$ cat src/hdl/wbps_pkg.sv
package wbps_pkg;

    // Pattern bytes held in the configuration registers
    localparam int unsigned REG_PATTERN_BYTES = 16;

    // Configuration port widths
    localparam int unsigned CFG_IDX_W  = 3;
    localparam int unsigned CFG_DATA_W = 64;

    // Field widths
    localparam int unsigned CARE_W    = 16;
    localparam int unsigned PLEN_W    = 5;
    localparam int unsigned WINDOW_W  = 32;
    localparam int unsigned MATCH_W   = 32;

    // Register indexes
    localparam logic [CFG_IDX_W-1:0] CFG_PATTERN_LOW    = 3'd0;
    localparam logic [CFG_IDX_W-1:0] CFG_PATTERN_HIGH   = 3'd1;
    localparam logic [CFG_IDX_W-1:0] CFG_CARE_MASK      = 3'd2;
    localparam logic [CFG_IDX_W-1:0] CFG_PATTERN_LENGTH = 3'd3;
    localparam logic [CFG_IDX_W-1:0] CFG_SCAN_START     = 3'd4;
    localparam logic [CFG_IDX_W-1:0] CFG_SCAN_LIMIT     = 3'd5;

    // Register reset values
    localparam logic [CARE_W-1:0]   CARE_RESET  = 16'hFFFF;
    localparam logic [PLEN_W-1:0]   PLEN_RESET  = 5'd1;
    localparam logic [WINDOW_W-1:0] LIMIT_RESET = 32'hFFFF_FFFF;

    typedef struct packed {
        logic [7:0] data_byte;
        logic       region_end;
    } t_in_item;

    typedef struct packed {
        logic               found;
        logic [MATCH_W-1:0] match_offset;
    } t_out_item;

endpackage

$ cat src/hdl/wildcard_byte_pattern_scan_core.sv
// A byte is taken into the input register; its result goes from the window
// compare into the result register. Throughput: one byte per cycle while the
// result register is free or being read, set by the combinational masked window
// compare. While a result waits, the input side takes at most one byte, into the
// input register. Reset (synchronous, active low) restores the register defaults
// and clears the byte window, the offset counter and the match flag.
module wildcard_byte_pattern_scan_core #(
    parameter int unsigned MAX_PATTERN_BYTES = 16,
    parameter int unsigned OFFSET_BITS       = 32
) (
    input  logic                                i_clk,
    input  logic                                i_rst_n,
    // configuration write port
    input  logic                                i_cfg_we,
    input  logic [wbps_pkg::CFG_IDX_W-1:0]      i_cfg_idx,
    input  logic [wbps_pkg::CFG_DATA_W-1:0]     i_cfg_data,
    // byte stream in
    input  logic                                i_in_valid,
    output logic                                o_in_ready,
    input  wbps_pkg::t_in_item                  i_in,
    // results out
    output logic                                o_out_valid,
    input  logic                                i_out_ready,
    output wbps_pkg::t_out_item                 o_out
);

    localparam int unsigned IW = (MAX_PATTERN_BYTES > 1) ? $clog2(MAX_PATTERN_BYTES) : 1;
    localparam int unsigned CW = IW + 5;
    localparam int unsigned SW = (OFFSET_BITS > wbps_pkg::WINDOW_W) ?
                                 OFFSET_BITS : wbps_pkg::WINDOW_W;
    localparam logic [OFFSET_BITS-1:0] OFFSET_MAX = {OFFSET_BITS{1'b1}};
    localparam int unsigned NPAT = wbps_pkg::REG_PATTERN_BYTES;

    // configuration registers
    logic [63:0]                       r_pat_low;
    logic [63:0]                       r_pat_high;
    logic [wbps_pkg::CARE_W-1:0]       r_care;
    logic [wbps_pkg::PLEN_W-1:0]       r_plen;
    logic [wbps_pkg::WINDOW_W-1:0]     r_scan_start;
    logic [wbps_pkg::WINDOW_W-1:0]     r_scan_limit;

    // input stage
    logic                              r_in_valid;
    wbps_pkg::t_in_item                r_in;

    // region state
    logic [7:0]                        r_win [MAX_PATTERN_BYTES];
    logic [7:0]                        n_win [MAX_PATTERN_BYTES];
    logic [OFFSET_BITS-1:0]            r_pos;
    logic [OFFSET_BITS-1:0]            n_pos;
    logic                              r_done;
    logic                              n_done;

    // result stage
    logic                              r_out_valid;
    wbps_pkg::t_out_item               r_out;
    wbps_pkg::t_out_item               n_out;

    logic                              stage_go;
    logic                              has_result;
    logic [CW-1:0]                     len_c;
    logic [CW-1:0]                     len_m1_c;
    logic [IW-1:0]                     len_m1;
    logic [OFFSET_BITS-1:0]            start;
    logic [SW-1:0]                     start_ext;
    logic                              counter_full;
    logic                              pos_ok;
    logic                              in_range;
    logic                              hit;
    logic                              res_found;
    logic                              res_nf;
    logic [127:0]                      pat_all;

    // handshake: the input register moves on whenever the result register is free
    assign stage_go    = r_in_valid && (!r_out_valid || i_out_ready);
    assign o_in_ready  = !r_in_valid || stage_go;
    assign o_out_valid = r_out_valid;
    assign o_out       = r_out;

    // configuration writes
    always_ff @(posedge i_clk) begin
        if (!i_rst_n) begin
            r_pat_low    <= '0;
            r_pat_high   <= '0;
            r_care       <= wbps_pkg::CARE_RESET;
            r_plen       <= wbps_pkg::PLEN_RESET;
            r_scan_start <= '0;
            r_scan_limit <= wbps_pkg::LIMIT_RESET;
        end else if (i_cfg_we) begin
            case (i_cfg_idx)
                wbps_pkg::CFG_PATTERN_LOW: begin
                    r_pat_low <= i_cfg_data;
                end
                wbps_pkg::CFG_PATTERN_HIGH: begin
                    r_pat_high <= i_cfg_data;
                end
                wbps_pkg::CFG_CARE_MASK: begin
                    r_care <= i_cfg_data[wbps_pkg::CARE_W-1:0];
                end
                wbps_pkg::CFG_PATTERN_LENGTH: begin
                    r_plen <= i_cfg_data[wbps_pkg::PLEN_W-1:0];
                end
                wbps_pkg::CFG_SCAN_START: begin
                    r_scan_start <= i_cfg_data[wbps_pkg::WINDOW_W-1:0];
                end
                wbps_pkg::CFG_SCAN_LIMIT: begin
                    r_scan_limit <= i_cfg_data[wbps_pkg::WINDOW_W-1:0];
                end
                default: begin
                end
            endcase
        end
    end

    // effective pattern length: zero counts as one, saturate at the window depth
    always_comb begin
        len_c = CW'(r_plen);
        if (len_c == '0) begin
            len_c = CW'(1);
        end
        if (len_c > CW'(MAX_PATTERN_BYTES)) begin
            len_c = CW'(MAX_PATTERN_BYTES);
        end
        len_m1_c = len_c - CW'(1);
        len_m1   = len_m1_c[IW-1:0];
    end

    // window after the new byte shifts in
    always_comb begin
        n_win[0] = r_in.data_byte;
        for (int k = 1; k < MAX_PATTERN_BYTES; k++) begin
            n_win[k] = r_win[k-1];
        end
    end

    // offset checks
    assign counter_full = (r_pos == OFFSET_MAX);
    assign pos_ok       = (r_pos >= OFFSET_BITS'(len_m1));
    assign start        = r_pos - OFFSET_BITS'(len_m1);
    assign start_ext    = SW'(start);
    assign in_range     = (start_ext >= SW'(r_scan_start)) && (start_ext < SW'(r_scan_limit));

    // masked byte compare; pattern byte i lines up with window slot len-1-i
    assign pat_all = {r_pat_high, r_pat_low};
    always_comb begin
        logic [CW-1:0] slot;
        hit = 1'b1;
        for (int i = 0; i < NPAT; i++) begin
            slot = len_m1_c - CW'(i);
            if ((CW'(i) <= len_m1_c) && r_care[i]) begin
                if (pat_all[8*i +: 8] != n_win[slot[IW-1:0]]) begin
                    hit = 1'b0;
                end
            end
        end
    end

    // result and next region state
    always_comb begin
        res_found  = !r_done && !counter_full && pos_ok && in_range && hit;
        res_nf     = r_in.region_end && !res_found && !r_done;
        has_result = res_found || res_nf;

        n_out.found        = res_found;
        n_out.match_offset = res_found ? start_ext[wbps_pkg::MATCH_W-1:0] : '0;

        if (r_in.region_end) begin
            n_pos  = '0;
            n_done = 1'b0;
        end else begin
            n_pos  = counter_full ? r_pos : r_pos + OFFSET_BITS'(1);
            n_done = r_done || res_found;
        end
    end

    // input register
    always_ff @(posedge i_clk) begin
        if (!i_rst_n) begin
            r_in_valid <= 1'b0;
        end else if (o_in_ready) begin
            r_in_valid <= i_in_valid;
        end
        if (o_in_ready && i_in_valid) begin
            r_in <= i_in;
        end
    end

    // region state update
    always_ff @(posedge i_clk) begin
        if (!i_rst_n) begin
            r_pos  <= '0;
            r_done <= 1'b0;
            for (int k = 0; k < MAX_PATTERN_BYTES; k++) begin
                r_win[k] <= '0;
            end
        end else if (stage_go) begin
            r_pos  <= n_pos;
            r_done <= n_done;
            for (int k = 0; k < MAX_PATTERN_BYTES; k++) begin
                r_win[k] <= r_in.region_end ? 8'h00 : n_win[k];
            end
        end
    end

    // result register
    always_ff @(posedge i_clk) begin
        if (!i_rst_n) begin
            r_out_valid <= 1'b0;
        end else if (stage_go && has_result) begin
            r_out_valid <= 1'b1;
        end else if (i_out_ready) begin
            r_out_valid <= 1'b0;
        end
        if (stage_go && has_result) begin
            r_out <= n_out;
        end
    end

endmodule

$ cat config.mk
export PLATFORM = sky130hd
export DESIGN_NAME = wildcard_byte_pattern_scan_core
export DESIGN_NICKNAME = d
export VERILOG_FILES = /design/src/hdl/wbps_pkg.sv /design/src/hdl/wildcard_byte_pattern_scan_core.sv
export SDC_FILE = /design/constraint.sdc
export NUM_CORES = 1
export LEC_CHECK = 0
export ABC_AREA = 0
export BUFFER_PORTS_ARGS = -buffer_cell sky130_fd_sc_hd__buf_2
export CAP_MARGIN = 20
export CORE_UTILIZATION = 38
export CTS_BUF_LIST = sky130_fd_sc_hd__clkbuf_8
export DETAILED_ROUTE_END_ITERATION = 16
export GPL_TIMING_DRIVEN = 0
export SLEW_MARGIN = 5
export SYNTH_ARGS = -nofsm -noshare
export SYNTH_HDL_FRONTEND = slang
export SYNTH_SLANG_ARGS = --single-unit
$ cat constraint.sdc
create_clock -name i_clk -period 16.95 [get_ports i_clk]
set_input_delay 3.39 -clock i_clk [delete_from_list [all_inputs] [get_ports i_clk]]
set_output_delay 3.39 -clock i_clk [all_outputs]
set_load 0.01 [all_outputs]
==> results_dict.tcl <==
set metrics [dict create \
    final_common_cell "nand2_1" \
    synth-seq-cells 410 \
    start_util_pct 38.7 \
    worst_path_max_delay_cell "clkbuf_1" \
    drive_gt1_share_pct 14.7 \
    syn_avg_cell_area_sq_um 9.79 \
    crit_top_cell "a21o_1" \
    post_cts_buffers 0 \
    async_reset_ff_share_pct 0 \
    max_freq_ghz 0.0919 \
    coreArea_sq_um 70400 \
    slew_headroom_pct 31.8 \
    crit_family "buffers and inverters" \
    die-area_sq_um 72700 \
    drt-initial-drc-count 2873 \
    cts_tree "built" \
    criticalPathCategory "reg -> reg" \
    drc 0 \
    first_pass_iters 5 \
    cts-resized-gates 0 \
    power_density_nw_per_um2 83.8 \
    dpl.hpwl_microns 83700 \
    maxSlewViolCount 0 \
    finalHoldViolations 0 \
    slowest_delay_ns 0.79 \
    gr-usage-all-layers_pct 29.5 \
    area_growth_pct 12.2 \
    antenna_left 0 \
    status "complete, no violations" \
    crit_fanout 25 \
    vdd_drop_max_v 0.0000682 \
    io_pins 116 \
    first_global_vias 22700 \
    cts.sinks 410 \
    clkTransAtPathRegs_ns 0.06 \
    skew_ns 0.0835 \
    wl_microns 109000 \
    synthDistinctLibCells 79 \
    synth_top_area_cell "dfxtp_1" \
    crit_required_ns 17.36 \
    yosys.area.top_type_share_pct 18.2 \
    hold_buffers 0 \
    synth_warnings 0 \
    wl_per_cell_microns 27.4 \
    setup_viol_count_final 0 \
    max-clock-path-buffers 3 \
    h-tree-depth 3 \
    place_congestion 1.05 \
    seq_area_frac_synth_pct 36.1 \
    seqCellArea_sq_um 9830 \
    post_drt_via_cell_ratio 6.00 \
    rrSetupSlack_ns 6.07 \
    synth_area_leaders "dfxtp_1 18%, edfxtp_1 18%, mux4_2 11%" \
    placedCellCount 3838 \
    cp.arrival_ns 11.29 \
    grt_pass1_wl_microns 158000 \
    min_period_ns 10.88 \
    layout.nets 3141 \
    grt_antenna_before_repair 3 \
    clock_latency_ns 0.74 \
    cts_root_buffer "clkbuf_8" \
    critPathBufInv 10 \
    synth_ff_type "dfxtp_1" \
    rows 97 \
    tightest_slew_ns 1.02 \
    post-route-period-util_pct 64.2 \
    cts-buffers-inserted 76 \
    fillerInstances 6936 \
    die-height_microns 270 \
    vias 23800 \
    rsz0062_at_grt "false" \
    synth_edf_count 162 \
    fin_setup_tns_ns 0 \
    min_from "r_scan_start[27]" \
    grt_max_degree 64 \
    power_leakage_nw 12.6 \
    final_cell_mix "509 x nand2_1, 248 x dfxtp_1, 229 x mux2i_1" \
    multi_input_area_sq_um 16200 \
    gr-total-overflow 0 \
    maxCapViolations 0 \
    critPathLaunchType "flop" \
    numPortBuffers 113 \
    synth_nets 2945 \
    syn_inst 2780 \
    cp-startpoint "r_plen[4]" \
    die_w_microns 270 \
    instances_no_fill 3971 \
    r2r-start "r_plen[4]" \
    synth_area_sq_um 27200 \
    end_kind "flop" \
    hold_class "reg -> reg" \
]
Yosys cell counts, types with 11 or more instances:
cell type / count
nor2_1: 77
o22ai_1: 13
and2_1: 46
ha_1: 83
nor2b_1: 25
buf_1: 11
nand2b_1: 16
inv_1: 83
xnor2_1: 71
and3_1: 99
nor4_1: 25
xor2_1: 127
nor3b_2: 27
a21boi_0: 160
a211oi_1: 19
mux4_2: 127
edfxtp_1: 162
nand4_1: 27
a21o_1: 20
buf_4: 11
nand3_1: 44
buf_2: 25
and3b_1: 15
clkbuf_1: 145
o21ai_0: 38
a31oi_1: 25
mux2i_1: 229
a21oi_1: 47
nor3_1: 18
o211ai_1: 45
dfxtp_1: 248
nand2_1: 510
power breakdown:
part,leakage (nW),switching [mW],internal (mW)
combinational,7.96,0.299,0.183
sequential,3.72,0.0639,1.06
clock,0.866,0.458,0.493
total,12.6,0.820,1.74
state kept, by name, summed over array words and instances (netlist names):
name          count
r_in              1
r_pos            32
r_plen            5
o_out            33
r_done            1
r_scan_start     32
r_pat_high       64
r_win           120
r_in_valid        1
n_win             8
r_care           16
r_scan_limit     32
r_pat_low        64
o_out_valid       1
metal layers:
metal  GRT usage (%)  part of all wire, %
met1            40.2                   42
met2            43.8                   43
met5               0                    0
met4            15.1                  5.7
met3            6.22                  9.2
worst register-to-register path, delay by kind of cell (launching register included):
| family | cells | cell delay (ns) |
|---|---|---|
| xor+xnor | 1 | 0.39 |
| flops | 1 | 0.39 |
| fa+ha+maj | 3 | 1.05 |
| compound gates | 10 | 2.57 |
| buf+inv | 10 | 3.28 |
| simple gates | 8 | 2.88 |
final timing paths:
| path | end | cells past startpoint |
|---|---|---|
| setup / recovery | o_out[1] | 32 |
| hold / removal | r_scan_start[27] | 2 |
| setup reg to reg | o_out[1] | 32 |
| hold reg to reg | r_scan_start[27] | 2 |
stage by stage:
step                      cell area, sq um  util (%)  total power [mW]  hold WS, ns  worst slack [ns]
after detailed placement             29100      41.3              1.61        0.460              6.39
after global placement               29000      41.1              1.61        0.455              4.39
after CTS                            30500      43.4              2.56        0.468              6.31
final                                30500      43.4              2.56        0.464              6.07
after floorplan                      27200         -              1.42        0.434              8.42
after global routing                 30500      43.4              2.64        0.484              5.78
final cells by class:
cell class	instances	area share, %
clock inverter	50	1.11
timing repair buffer	118	2.13
clock buffer	81	3.65
tap	940	3.85
antenna	2	0.0164
sequential	410	32.2
inverter	91	1.12
multi-input combinational	2078	53.0
buffer	201	2.93
cells by family after synthesis:
group                    share of synthesized area, %
AO/OA/AOI/OAI                                    11.8
XOR/XNOR                                         6.37
adder cells (fa/ha/maj)                          3.89
buffers and inverters                            4.55
flip-flops                                       36.1
multiplexers                                     19.3
AND/OR/NAND/NOR                                  18.0
No activity file was read; power rests on OpenSTA's default activity.
